<file path="src/sv/nff_pkg.sv">
// Shared constants, command/status types and helpers for the next-fit frame allocator.
package nff_pkg;

  localparam int NUM_FRAMES  = 1024;
  localparam int FRAME_SHIFT = 12;                  // log2 of the 4096-byte frame size
  localparam int MAX_RUN     = 64;
  localparam int WORD_BITS   = 32;
  localparam int MAP_WORDS   = NUM_FRAMES / WORD_BITS;
  localparam int BIT_W       = $clog2(WORD_BITS);
  localparam int WORD_W      = $clog2(MAP_WORDS);
  localparam int FRAME_W     = $clog2(NUM_FRAMES);  // frame index
  localparam int IDX_W       = FRAME_W + 1;         // frame position, can hold NUM_FRAMES
  localparam int ADDR_W      = 48;
  localparam int COUNT_W     = 7;

  // Opcodes
  localparam logic [1:0] OP_ALLOC_ONE = 2'd0;
  localparam logic [1:0] OP_ALLOC_RUN = 2'd1;
  localparam logic [1:0] OP_FREE      = 2'd2;

  // Result status codes
  localparam logic [1:0] ST_OK       = 2'd0;
  localparam logic [1:0] ST_NOSPACE  = 2'd1;
  localparam logic [1:0] ST_BADCOUNT = 2'd2;
  localparam logic [1:0] ST_RANGE    = 2'd3;

  // Configuration register indexes
  localparam logic REG_BASE_ADDRESS = 1'b0;
  localparam logic REG_FRAME_TOTAL  = 1'b1;

  // Commands from the controller to the datapath
  typedef struct packed {
    logic load;
    logic decode;
    logic scan_one;
    logic scan_run;
    logic mark;
    logic emit;
  } nff_cmd_t;

  // Status from the datapath to the controller
  typedef struct packed {
    logic go_one;
    logic go_run;
    logic scan_end;
    logic run_hit;
    logic mark_last;
  } nff_sts_t;

  // Index of the lowest set bit of a map word, zero when none is set
  function automatic logic [BIT_W-1:0] first_set(input logic [WORD_BITS-1:0] v);
    logic [BIT_W-1:0] r;
    r = '0;
    for (int i = WORD_BITS - 1; i >= 0; i--) begin
      if (v[i]) r = BIT_W'(i);
    end
    return r;
  endfunction

endpackage

</file>
<file path="src/sv/nff_ctrl.sv">
// Controller state machine for the next-fit frame allocator.
module nff_ctrl
  import nff_pkg::*;
(
  input  logic     clk,
  input  logic     rst,
  input  logic     start,
  input  nff_sts_t sts,
  output nff_cmd_t cmd,
  output logic     busy
);

  localparam logic [2:0] S_IDLE   = 3'd0;
  localparam logic [2:0] S_DECODE = 3'd1;
  localparam logic [2:0] S_SCAN1  = 3'd2;
  localparam logic [2:0] S_SCANR  = 3'd3;
  localparam logic [2:0] S_MARK   = 3'd4;
  localparam logic [2:0] S_OUT    = 3'd5;

  logic [2:0] state;
  logic [2:0] state_next;

  // Sequence one item through decode, scan, mark and output
  always_comb begin
    state_next = state;
    cmd        = '0;
    unique case (state)
      S_IDLE: begin
        if (start) begin
          cmd.load   = 1'b1;
          state_next = S_DECODE;
        end
      end
      S_DECODE: begin
        cmd.decode = 1'b1;
        priority if (sts.go_one) state_next = S_SCAN1;
        else if (sts.go_run)     state_next = S_SCANR;
        else                     state_next = S_OUT;
      end
      S_SCAN1: begin
        cmd.scan_one = 1'b1;
        if (sts.scan_end) state_next = S_OUT;
      end
      S_SCANR: begin
        cmd.scan_run = 1'b1;
        if (sts.scan_end) state_next = sts.run_hit ? S_MARK : S_OUT;
      end
      S_MARK: begin
        cmd.mark = 1'b1;
        if (sts.mark_last) state_next = S_OUT;
      end
      S_OUT: begin
        cmd.emit   = 1'b1;
        state_next = S_IDLE;
      end
      default: state_next = S_IDLE;
    endcase
  end

  always_ff @(posedge clk) begin
    if (rst) state <= S_IDLE;
    else     state <= state_next;
  end

  assign busy = (state != S_IDLE);

endmodule

</file>
<file path="src/sv/nff_dp.sv">
// Datapath for the next-fit frame allocator: used map, cursor, scan and result registers.
module nff_dp
  import nff_pkg::*;
(
  input  logic               clk,
  input  logic               rst,
  input  nff_cmd_t           cmd,
  output nff_sts_t           sts,
  input  logic [1:0]         op,
  input  logic [COUNT_W-1:0] run_length,
  input  logic [ADDR_W-1:0]  free_address,
  input  logic               cfg_we,
  input  logic               cfg_index,
  input  logic [ADDR_W-1:0]  cfg_data,
  output logic [1:0]         status,
  output logic [FRAME_W-1:0] first_frame,
  output logic [ADDR_W-1:0]  frame_address,
  output logic               done
);

  localparam logic [WORD_BITS-1:0] ONES = '1;

  // Configuration
  logic [ADDR_W-1:0] base_address;
  logic [IDX_W-1:0]  frame_total;

  // Allocator state
  logic [WORD_BITS-1:0] map [MAP_WORDS];
  logic [IDX_W-1:0]     cursor;

  // Item and scan registers
  logic [1:0]         op_r;
  logic [COUNT_W-1:0] count_r;
  logic [ADDR_W:0]    diff_r;
  logic [IDX_W-1:0]   pos;
  logic [COUNT_W-1:0] run_cnt;
  logic [IDX_W-1:0]   run_start;
  logic [IDX_W-1:0]   mark_end;
  logic [1:0]         res_status;
  logic [FRAME_W-1:0] res_frame;
  logic               res_ok;

  logic [IDX_W-1:0]     lim;
  logic [WORD_W-1:0]    w_idx;
  logic [BIT_W-1:0]     b_idx;
  logic [WORD_BITS-1:0] word;
  logic [WORD_BITS-1:0] above;
  logic [WORD_BITS-1:0] free_vec;
  logic [WORD_BITS-1:0] used_vec;
  logic [BIT_W-1:0]     ff;
  logic [BIT_W-1:0]     fu;
  logic                 any_free;
  logic                 any_used;
  logic                 pos_out;
  logic [WORD_W:0]      next_word;
  logic [IDX_W-1:0]     next_start;
  logic [IDX_W-1:0]     g_one;
  logic [IDX_W-1:0]     g_run;
  logic [IDX_W-1:0]     e_run;
  logic [IDX_W-1:0]     gap;
  logic [COUNT_W-1:0]   need;
  logic                 run_hit_c;
  logic                 count_ok;
  logic                 in_range;
  logic [IDX_W-1:0]     free_idx;
  logic                 mark_last_c;
  logic [BIT_W-1:0]     mark_hi;
  logic [WORD_BITS-1:0] mark_mask;

  // Limit the active frame count to the built capacity
  assign lim = (frame_total > IDX_W'(NUM_FRAMES)) ? IDX_W'(NUM_FRAMES) : frame_total;

  // Read the map word under the scan position
  assign w_idx    = pos[FRAME_W-1:BIT_W];
  assign b_idx    = pos[BIT_W-1:0];
  assign word     = map[w_idx];
  assign above    = ONES << b_idx;
  assign free_vec = ~word & above;
  assign used_vec = word & above;
  assign ff       = first_set(free_vec);
  assign fu       = first_set(used_vec);
  assign any_free = |free_vec;
  assign any_used = |used_vec;
  assign pos_out  = (pos >= lim);

  // Next stop of the scan: first hit in this word, else the next word's start
  assign next_word  = {1'b0, w_idx} + (WORD_W + 1)'(1);
  assign next_start = {next_word, BIT_W'(0)};
  assign g_one      = any_free ? {1'b0, w_idx, ff} : next_start;
  assign g_run      = any_used ? {1'b0, w_idx, fu} : next_start;
  assign e_run      = (g_run > lim) ? lim : g_run;
  assign gap        = e_run - pos;
  assign need       = count_r - run_cnt;
  assign run_hit_c  = !pos_out && (COUNT_W'(gap) >= need);

  // Classify the item
  assign count_ok = (count_r != '0) && (count_r <= COUNT_W'(MAX_RUN));
  assign free_idx = diff_r[FRAME_SHIFT +: IDX_W];
  assign in_range = !diff_r[ADDR_W]
                 && (diff_r[ADDR_W-1:FRAME_SHIFT+IDX_W] == '0)
                 && (free_idx < lim);

  // Mask of the run bits in the word under the mark pointer
  assign mark_last_c = (mark_end[FRAME_W-1:BIT_W] == w_idx);
  assign mark_hi     = mark_last_c ? mark_end[BIT_W-1:0] : BIT_W'(WORD_BITS - 1);
  assign mark_mask   = (ONES << b_idx) & (ONES >> (BIT_W'(WORD_BITS - 1) - mark_hi));

  always_comb begin
    sts.go_one    = (op_r == OP_ALLOC_ONE);
    sts.go_run    = (op_r == OP_ALLOC_RUN) && count_ok;
    sts.scan_end  = (op_r == OP_ALLOC_ONE)
                  ? (pos_out || (g_one >= lim) || any_free)
                  : (run_hit_c || pos_out || (g_run >= lim));
    sts.run_hit   = run_hit_c;
    sts.mark_last = mark_last_c;
  end

  // Configuration registers
  always_ff @(posedge clk) begin
    if (rst) begin
      base_address <= '0;
      frame_total  <= IDX_W'(NUM_FRAMES);
    end else if (cfg_we) begin
      unique case (cfg_index)
        REG_BASE_ADDRESS: base_address <= cfg_data;
        REG_FRAME_TOTAL:  frame_total  <= cfg_data[IDX_W-1:0];
        default: ;
      endcase
    end
  end

  // Update the used map: set on a single allocation, clear on free, fill runs
  always_ff @(posedge clk) begin
    if (rst) begin
      for (int i = 0; i < MAP_WORDS; i++) map[i] <= '0;
    end else begin
      if (cmd.scan_one && !pos_out && (g_one < lim) && any_free)
        map[w_idx][ff] <= 1'b1;
      if (cmd.decode && (op_r == OP_FREE) && in_range)
        map[free_idx[FRAME_W-1:BIT_W]][free_idx[BIT_W-1:0]] <= 1'b0;
      if (cmd.mark)
        map[w_idx] <= word | mark_mask;
    end
  end

  // Cursor
  always_ff @(posedge clk) begin
    if (rst) begin
      cursor <= '0;
    end else begin
      if (cmd.decode && (op_r == OP_FREE) && in_range)
        cursor <= free_idx;
      if (cmd.scan_one && !pos_out) begin
        if (g_one >= lim)  cursor <= lim;
        else if (any_free) cursor <= g_one + IDX_W'(1);
      end
      if (cmd.scan_run && run_hit_c)
        cursor <= cursor + IDX_W'(1);
    end
  end

  // Item latch, scan progress and pending result
  always_ff @(posedge clk) begin
    if (cmd.load) begin
      op_r      <= op;
      count_r   <= run_length;
      diff_r    <= {1'b0, free_address} - {1'b0, base_address};
      pos       <= cursor;
      run_cnt   <= '0;
      run_start <= cursor;
    end
    if (cmd.decode) begin
      if ((op_r == OP_FREE) && in_range) begin
        res_ok     <= 1'b1;
        res_frame  <= free_idx[FRAME_W-1:0];
        res_status <= ST_OK;
      end else begin
        res_ok     <= 1'b0;
        res_frame  <= '0;
        res_status <= (op_r == OP_FREE) ? ST_RANGE : ST_BADCOUNT;
      end
    end
    if (cmd.scan_one) begin
      priority if (pos_out || (g_one >= lim)) begin
        res_ok     <= 1'b0;
        res_frame  <= '0;
        res_status <= ST_NOSPACE;
      end else if (any_free) begin
        res_ok     <= 1'b1;
        res_frame  <= g_one[FRAME_W-1:0];
        res_status <= ST_OK;
      end else begin
        pos <= g_one;
      end
    end
    if (cmd.scan_run) begin
      priority if (pos_out) begin
        res_ok     <= 1'b0;
        res_frame  <= '0;
        res_status <= ST_NOSPACE;
      end else if (run_hit_c) begin
        res_ok     <= 1'b1;
        res_frame  <= run_start[FRAME_W-1:0];
        res_status <= ST_OK;
        pos        <= run_start;
        mark_end   <= run_start + IDX_W'(count_r) - IDX_W'(1);
      end else if (g_run >= lim) begin
        res_ok     <= 1'b0;
        res_frame  <= '0;
        res_status <= ST_NOSPACE;
      end else if (any_used) begin
        // restart the run after the used frame
        run_start <= g_run + IDX_W'(1);
        run_cnt   <= '0;
        pos       <= g_run + IDX_W'(1);
      end else begin
        run_cnt <= run_cnt + COUNT_W'(gap);
        pos     <= g_run;
      end
    end
    if (cmd.mark)
      pos <= next_start;
  end

  // Register the result; it is held until the next result
  always_ff @(posedge clk) begin
    if (cmd.emit) begin
      status        <= res_status;
      first_frame   <= res_frame;
      frame_address <= res_ok ? base_address + (ADDR_W'(res_frame) << FRAME_SHIFT) : '0;
    end
  end

  always_ff @(posedge clk) begin
    if (rst) done <= 1'b0;
    else     done <= cmd.emit;
  end

endmodule

</file>
<file path="src/sv/next_fit_frame_allocator.sv">
// Top level of the next-fit frame allocator.
//
// Usage:
//   Requests go in on start/busy: a request (op, run_length, free_address)
//   is taken at a clock edge with start high and busy low. Each request
//   gives one result on status, first_frame and frame_address, shown for
//   exactly one cycle with done high; the receiver cannot stall it.
//   Configuration (base_address index 0, frame_total index 1) is written
//   through cfg_we/cfg_index/cfg_data while busy is low.
// Sequencing:
//   A free or a rejected request passes through decode and output only.
//   Allocate-one adds a scan step per 32-frame map word scanned.
//   Allocate-run adds a scan step per map word crossed plus one per used
//   frame met, then marks the run one map word per step.
//   A new request can be accepted in the cycle done is high.
// Reset:
//   rst clears the used map (all frames free), the cursor, base_address and
//   sets frame_total to 1024.
module next_fit_frame_allocator
  import nff_pkg::*;
(
  input  logic               clk,
  input  logic               rst,
  input  logic               start,
  output logic               busy,
  input  logic [1:0]         op,
  input  logic [COUNT_W-1:0] run_length,
  input  logic [ADDR_W-1:0]  free_address,
  input  logic               cfg_we,
  input  logic               cfg_index,
  input  logic [ADDR_W-1:0]  cfg_data,
  output logic [1:0]         status,
  output logic [FRAME_W-1:0] first_frame,
  output logic [ADDR_W-1:0]  frame_address,
  output logic               done
);

  nff_cmd_t cmd;
  nff_sts_t sts;

  nff_ctrl u_ctrl (
    .clk   (clk),
    .rst   (rst),
    .start (start),
    .sts   (sts),
    .cmd   (cmd),
    .busy  (busy)
  );

  nff_dp u_dp (
    .clk           (clk),
    .rst           (rst),
    .cmd           (cmd),
    .sts           (sts),
    .op            (op),
    .run_length    (run_length),
    .free_address  (free_address),
    .cfg_we        (cfg_we),
    .cfg_index     (cfg_index),
    .cfg_data      (cfg_data),
    .status        (status),
    .first_frame   (first_frame),
    .frame_address (frame_address),
    .done          (done)
  );

  // An accepted item keeps the block busy in the next cycle
  a_accept_busy: assert property (@(posedge clk) disable iff (rst)
    (start && !busy) |=> busy)
    else $error("accepted item did not raise busy");

  // A result is shown only after the block has gone idle
  a_done_idle: assert property (@(posedge clk) disable iff (rst)
    done |-> !busy)
    else $error("result shown while busy");

  // Results never come in adjacent cycles
  a_done_single: assert property (@(posedge clk) disable iff (rst)
    done |=> !done)
    else $error("result strobe held for two cycles");

  // Failed items carry zero frame and address
  a_fail_zero: assert property (@(posedge clk) disable iff (rst)
    (done && (status != ST_OK)) |-> ((first_frame == '0) && (frame_address == '0)))
    else $error("failed result carries a frame");

endmodule
</file>
<file path="config.mk">
export PLATFORM = sky130hd
export DESIGN_NAME = next_fit_frame_allocator
export DESIGN_NICKNAME = d
export VERILOG_FILES = /design/src/sv/nff_pkg.sv /design/src/sv/nff_ctrl.sv /design/src/sv/nff_dp.sv /design/src/sv/next_fit_frame_allocator.sv
export SDC_FILE = /design/constraint.sdc
export NUM_CORES = 2
export LEC_CHECK = 0
export BUFFER_PORTS_ARGS = -buffer_cell sky130_fd_sc_hd__buf_2
export CAP_MARGIN = 20
export CORE_UTILIZATION = 31
export CTS_BUF_LIST = sky130_fd_sc_hd__clkbuf_4 sky130_fd_sc_hd__clkbuf_8
export CTS_CLUSTER_DIAMETER = 60
export DETAILED_ROUTE_END_ITERATION = 10
export HOLD_SLACK_MARGIN = 0.05
export PLACE_DENSITY = 0.53
export SLEW_MARGIN = 15
export SYNTH_ARGS = -nofsm -noshare
export SYNTH_HDL_FRONTEND = slang
export SYNTH_SLANG_ARGS = --single-unit
</file>
<file path="constraint.sdc">
create_clock -name clk -period 16.7 [get_ports clk]
set_input_delay 2.505 -clock clk [delete_from_list [all_inputs] [get_ports clk]]
set_output_delay 2.505 -clock clk [all_outputs]
set_load 0.05 [all_outputs]
</file>
==> out/results.tsv <==
metric	value	unit
cpMostUsedCell	a21oi_1	
worstSetupStartpointType	flop	
critPathSlowestCell	and2_2	
syn_area	69100	um^2
synth_area_per_cell	9.68	um^2
synth_most_common_cell	nor2_1	
grt_pass1_wl	383000	um
cts_made_buffers	222	
async_flop_share	0	%
die_h	474	um
core_area	221000	um^2
gp_congestion	1.00	
hold_violations	0	
core.rowCount	172	
worstMarginPinSlew	1.26	ns
drc	0	
cts_resized	0	
port_buffers	171	
synthCells	7136	
insertion_delay	1.03	ns
cts_sinks	1256	
post_drt_wl_per_cell	26.0	um
worst_ep_arrival_time	14.28	ns
synth-seq-cells	1256	
final_layout_size_suffix_gt1_share	14.2	%
power.density	149	nW/um^2
synth_edf_count	1140	
max-slew-margin-rel	16.1	%
yosysTopAreaCell	edfxtp_1	
drv_cap	0	
antenna_found_initial	10	
overflow	0	
drt-total-wl	267000	um
whs	0.451	ns
yosysTopAreaCellShare	49.5	%
drt_first_pass_iters	6	
clockBufferDepth	3	
hp-class	flop to flop	
grt_pass1_vias	54800	
dp_hpwl	172000	um
fin_setup_tns	0	ns
dieArea	225000	um^2
period_share	80.5	%
path_max_fanout	32	
status	finished, final reports clean	
num_vias	57100	
syn_nets	7394	
seq_area_frac_synth	52.9	%
crit_end	u_dp.cursor[9]	
synth.area.top_cells	edfxtp_1 50%, nor2_1 9.5%, nand2_1 7.2%	
max_freq	74.4	MHz
grt_max_degree	204	
required	17.54	ns
hold_depth	2	
io_pins	172	
ant_nets	0	
leakage	27.7	nW
synth_flop_cell	edfxtp_1	
rsz0062_at_grt	no	
finalNetCount	7400	
avgViaCountPerCell	5.55	
cts_tree	built	
yosysWarnings	0	
setup-violations-final	0	
post-cts-setup-buffers	0	
crit_path_max_incr_delay	1.02	ns
r2r_end	u_dp.cursor[9]	
finalCriticalPeriod	13.44	ns
ctsHoldBuffers	0	
grtUsageTotal	23.2	%
cts_max_level	4	
ys_types	102	
finClkSkew	0.0839	ns
drt_iter0_markers	7132	
clockRootBuffer	clkbuf_8	
synth_common_cells	1755 x nor2_1, 1333 x nand2_1, 1140 x edfxtp_1	
r2r_cells	40	
die_w	474	um
cp-end-kind	flop	
initial_core_util	31.3	%
reg2reg_slack	3.26	ns
startpoint	u_dp.pos[7]	
critPathKind	flop to flop	
drv_slew	0	
areaGrowthSynthToFinish	12.8	%
clkTransAtPathRegs	0.05	ns
timing.rr.start	u_dp.pos[7]	
ir_drop	105	uV
==> state kept, by name, summed over array words and instances, names as in the netlist, 11 cells and up <==
register            count
u_dp.map             1024
u_dp.base_address      48
u_dp.frame_address     48
u_dp.diff_r            37
u_dp.cursor            11
u_dp.frame_total       11
u_dp.pos               11
u_dp.run_start         11
==> report_power, final <==
| part | switching, W | internal, W | total, W |
|---|---|---|---|
| clock | 0.00140 | 0.00151 | 0.00290 |
| combinational | 0.00334 | 0.00147 | 0.00481 |
| sequential | 0.000167 | 0.00377 | 0.00394 |
==> worst min-delay path by stage <==
stage                          startpoint  slack (ns)                     to
floorplan              u_dp.res_status[0]        0.41         u_dp.status[0]
global placement       u_dp.res_status[1]        0.44         u_dp.status[1]
detailed placement  u_dp.base_address[42]        0.45  u_dp.base_address[42]
CTS                 u_dp.base_address[42]        0.46  u_dp.base_address[42]
global route           u_dp.res_status[1]        0.47         u_dp.status[1]
finish              u_dp.base_address[42]        0.45  u_dp.base_address[42]
==> routing by layer <==
| layer | track usage, % | vias to the layer above | wire length (um) |
|---|---|---|---|
| met5 | 0 | - | 88 |
| met4 | 8.27 | 12 | 9530 |
| met3 | 4.82 | 543 | 26200 |
| met2 | 34.8 | 3091 | 117000 |
| met1 | 32.8 | 28600 | 115000 |
| li1 | - | 24800 | - |
==> critical path, delay by kind of cell, from the launching register on <==
family / cells / cell delay, ns
flops: 1 / 0.66
compound gates: 20 / 6.80
mux: 1 / 0.17
buf+inv: 3 / 1.03
fa+ha+maj: 4 / 1.25
simple gates: 12 / 3.27
==> layout make-up <==
type                            count  area, um^2
Multi-Input combinational cell   5102       29900
Timing Repair Buffer              406        2800
Tap cell                         2958        3700
Antenna cell                        4        10.0
Sequential cell                  1256       36600
Fill cell                       22200      143000
Inverter                          154         586
Clock inverter                    114         729
Clock buffer                      299        3680
==> logic make-up (layout without fill, tap and decap cells) <==
family                     after synthesis  count (layout)  share of synthesized area, %
and+or+nand+nor                       3524            3524                          20.6
DFF                                   1256            1256                          52.9
AOI/OAI and AO/OA                      916             916                          9.07
buffers and inverters                  778             973                          4.88
muxes                                  401             401                          8.38
adders and majority gates              148             148                          2.73
xor gates and xnor gates               113             113                          1.43
other                                    0               4                             0
==> placed cells by master (no fill, tap or decap), types with 17 or more instances in the layout <==
cell / count
nor2_1: 1726
a22oi_1: 152
mux4_1: 18
a21o_1: 50
xnor2_1: 85
buf_4: 219
clkbuf_8: 230
nand2_1: 1309
dfxtp_1: 113
xor2_1: 28
and3_1: 31
a21oi_1: 217
mux4_2: 118
o21a_1: 33
edfxtp_1: 1140
clkinv_2: 29
nor2_2: 25
nor4_1: 23
buf_2: 172
nor2b_1: 29
a22o_1: 33
inv_1: 149
nand2_2: 24
o22ai_1: 17
ha_1: 143
o21ai_0: 112
a31oi_1: 40
or3_1: 19
nor3_1: 58
o211ai_1: 17
mux2i_1: 260
a21boi_0: 20
nand3_1: 99
clkinv_1: 66
o31ai_1: 20
clkbuf_4: 69
nand4_1: 28
and2_1: 50
nand2b_1: 20
==> through the flow <==
stage | area [um^2] | utilization [%] | instances | setup slack (ns) | total power, W
5_1_grt | 78000 | 35.3 | 10300 | 2.60 | 0.0121
2_1_floorplan | 69100 | - | 7136 | 6.92 | 0.00689
3_5_place_dp | 73500 | 33.3 | 9874 | 3.58 | 0.00869
6_report | 78000 | 35.3 | 10300 | 3.26 | 0.0117
3_3_place_gp | 73300 | 33.2 | 9860 | 3.43 | 0.00864
4_1_cts | 77900 | 35.3 | 10300 | 3.52 | 0.0116
Note: power is estimated with default switching activity, not from simulation.
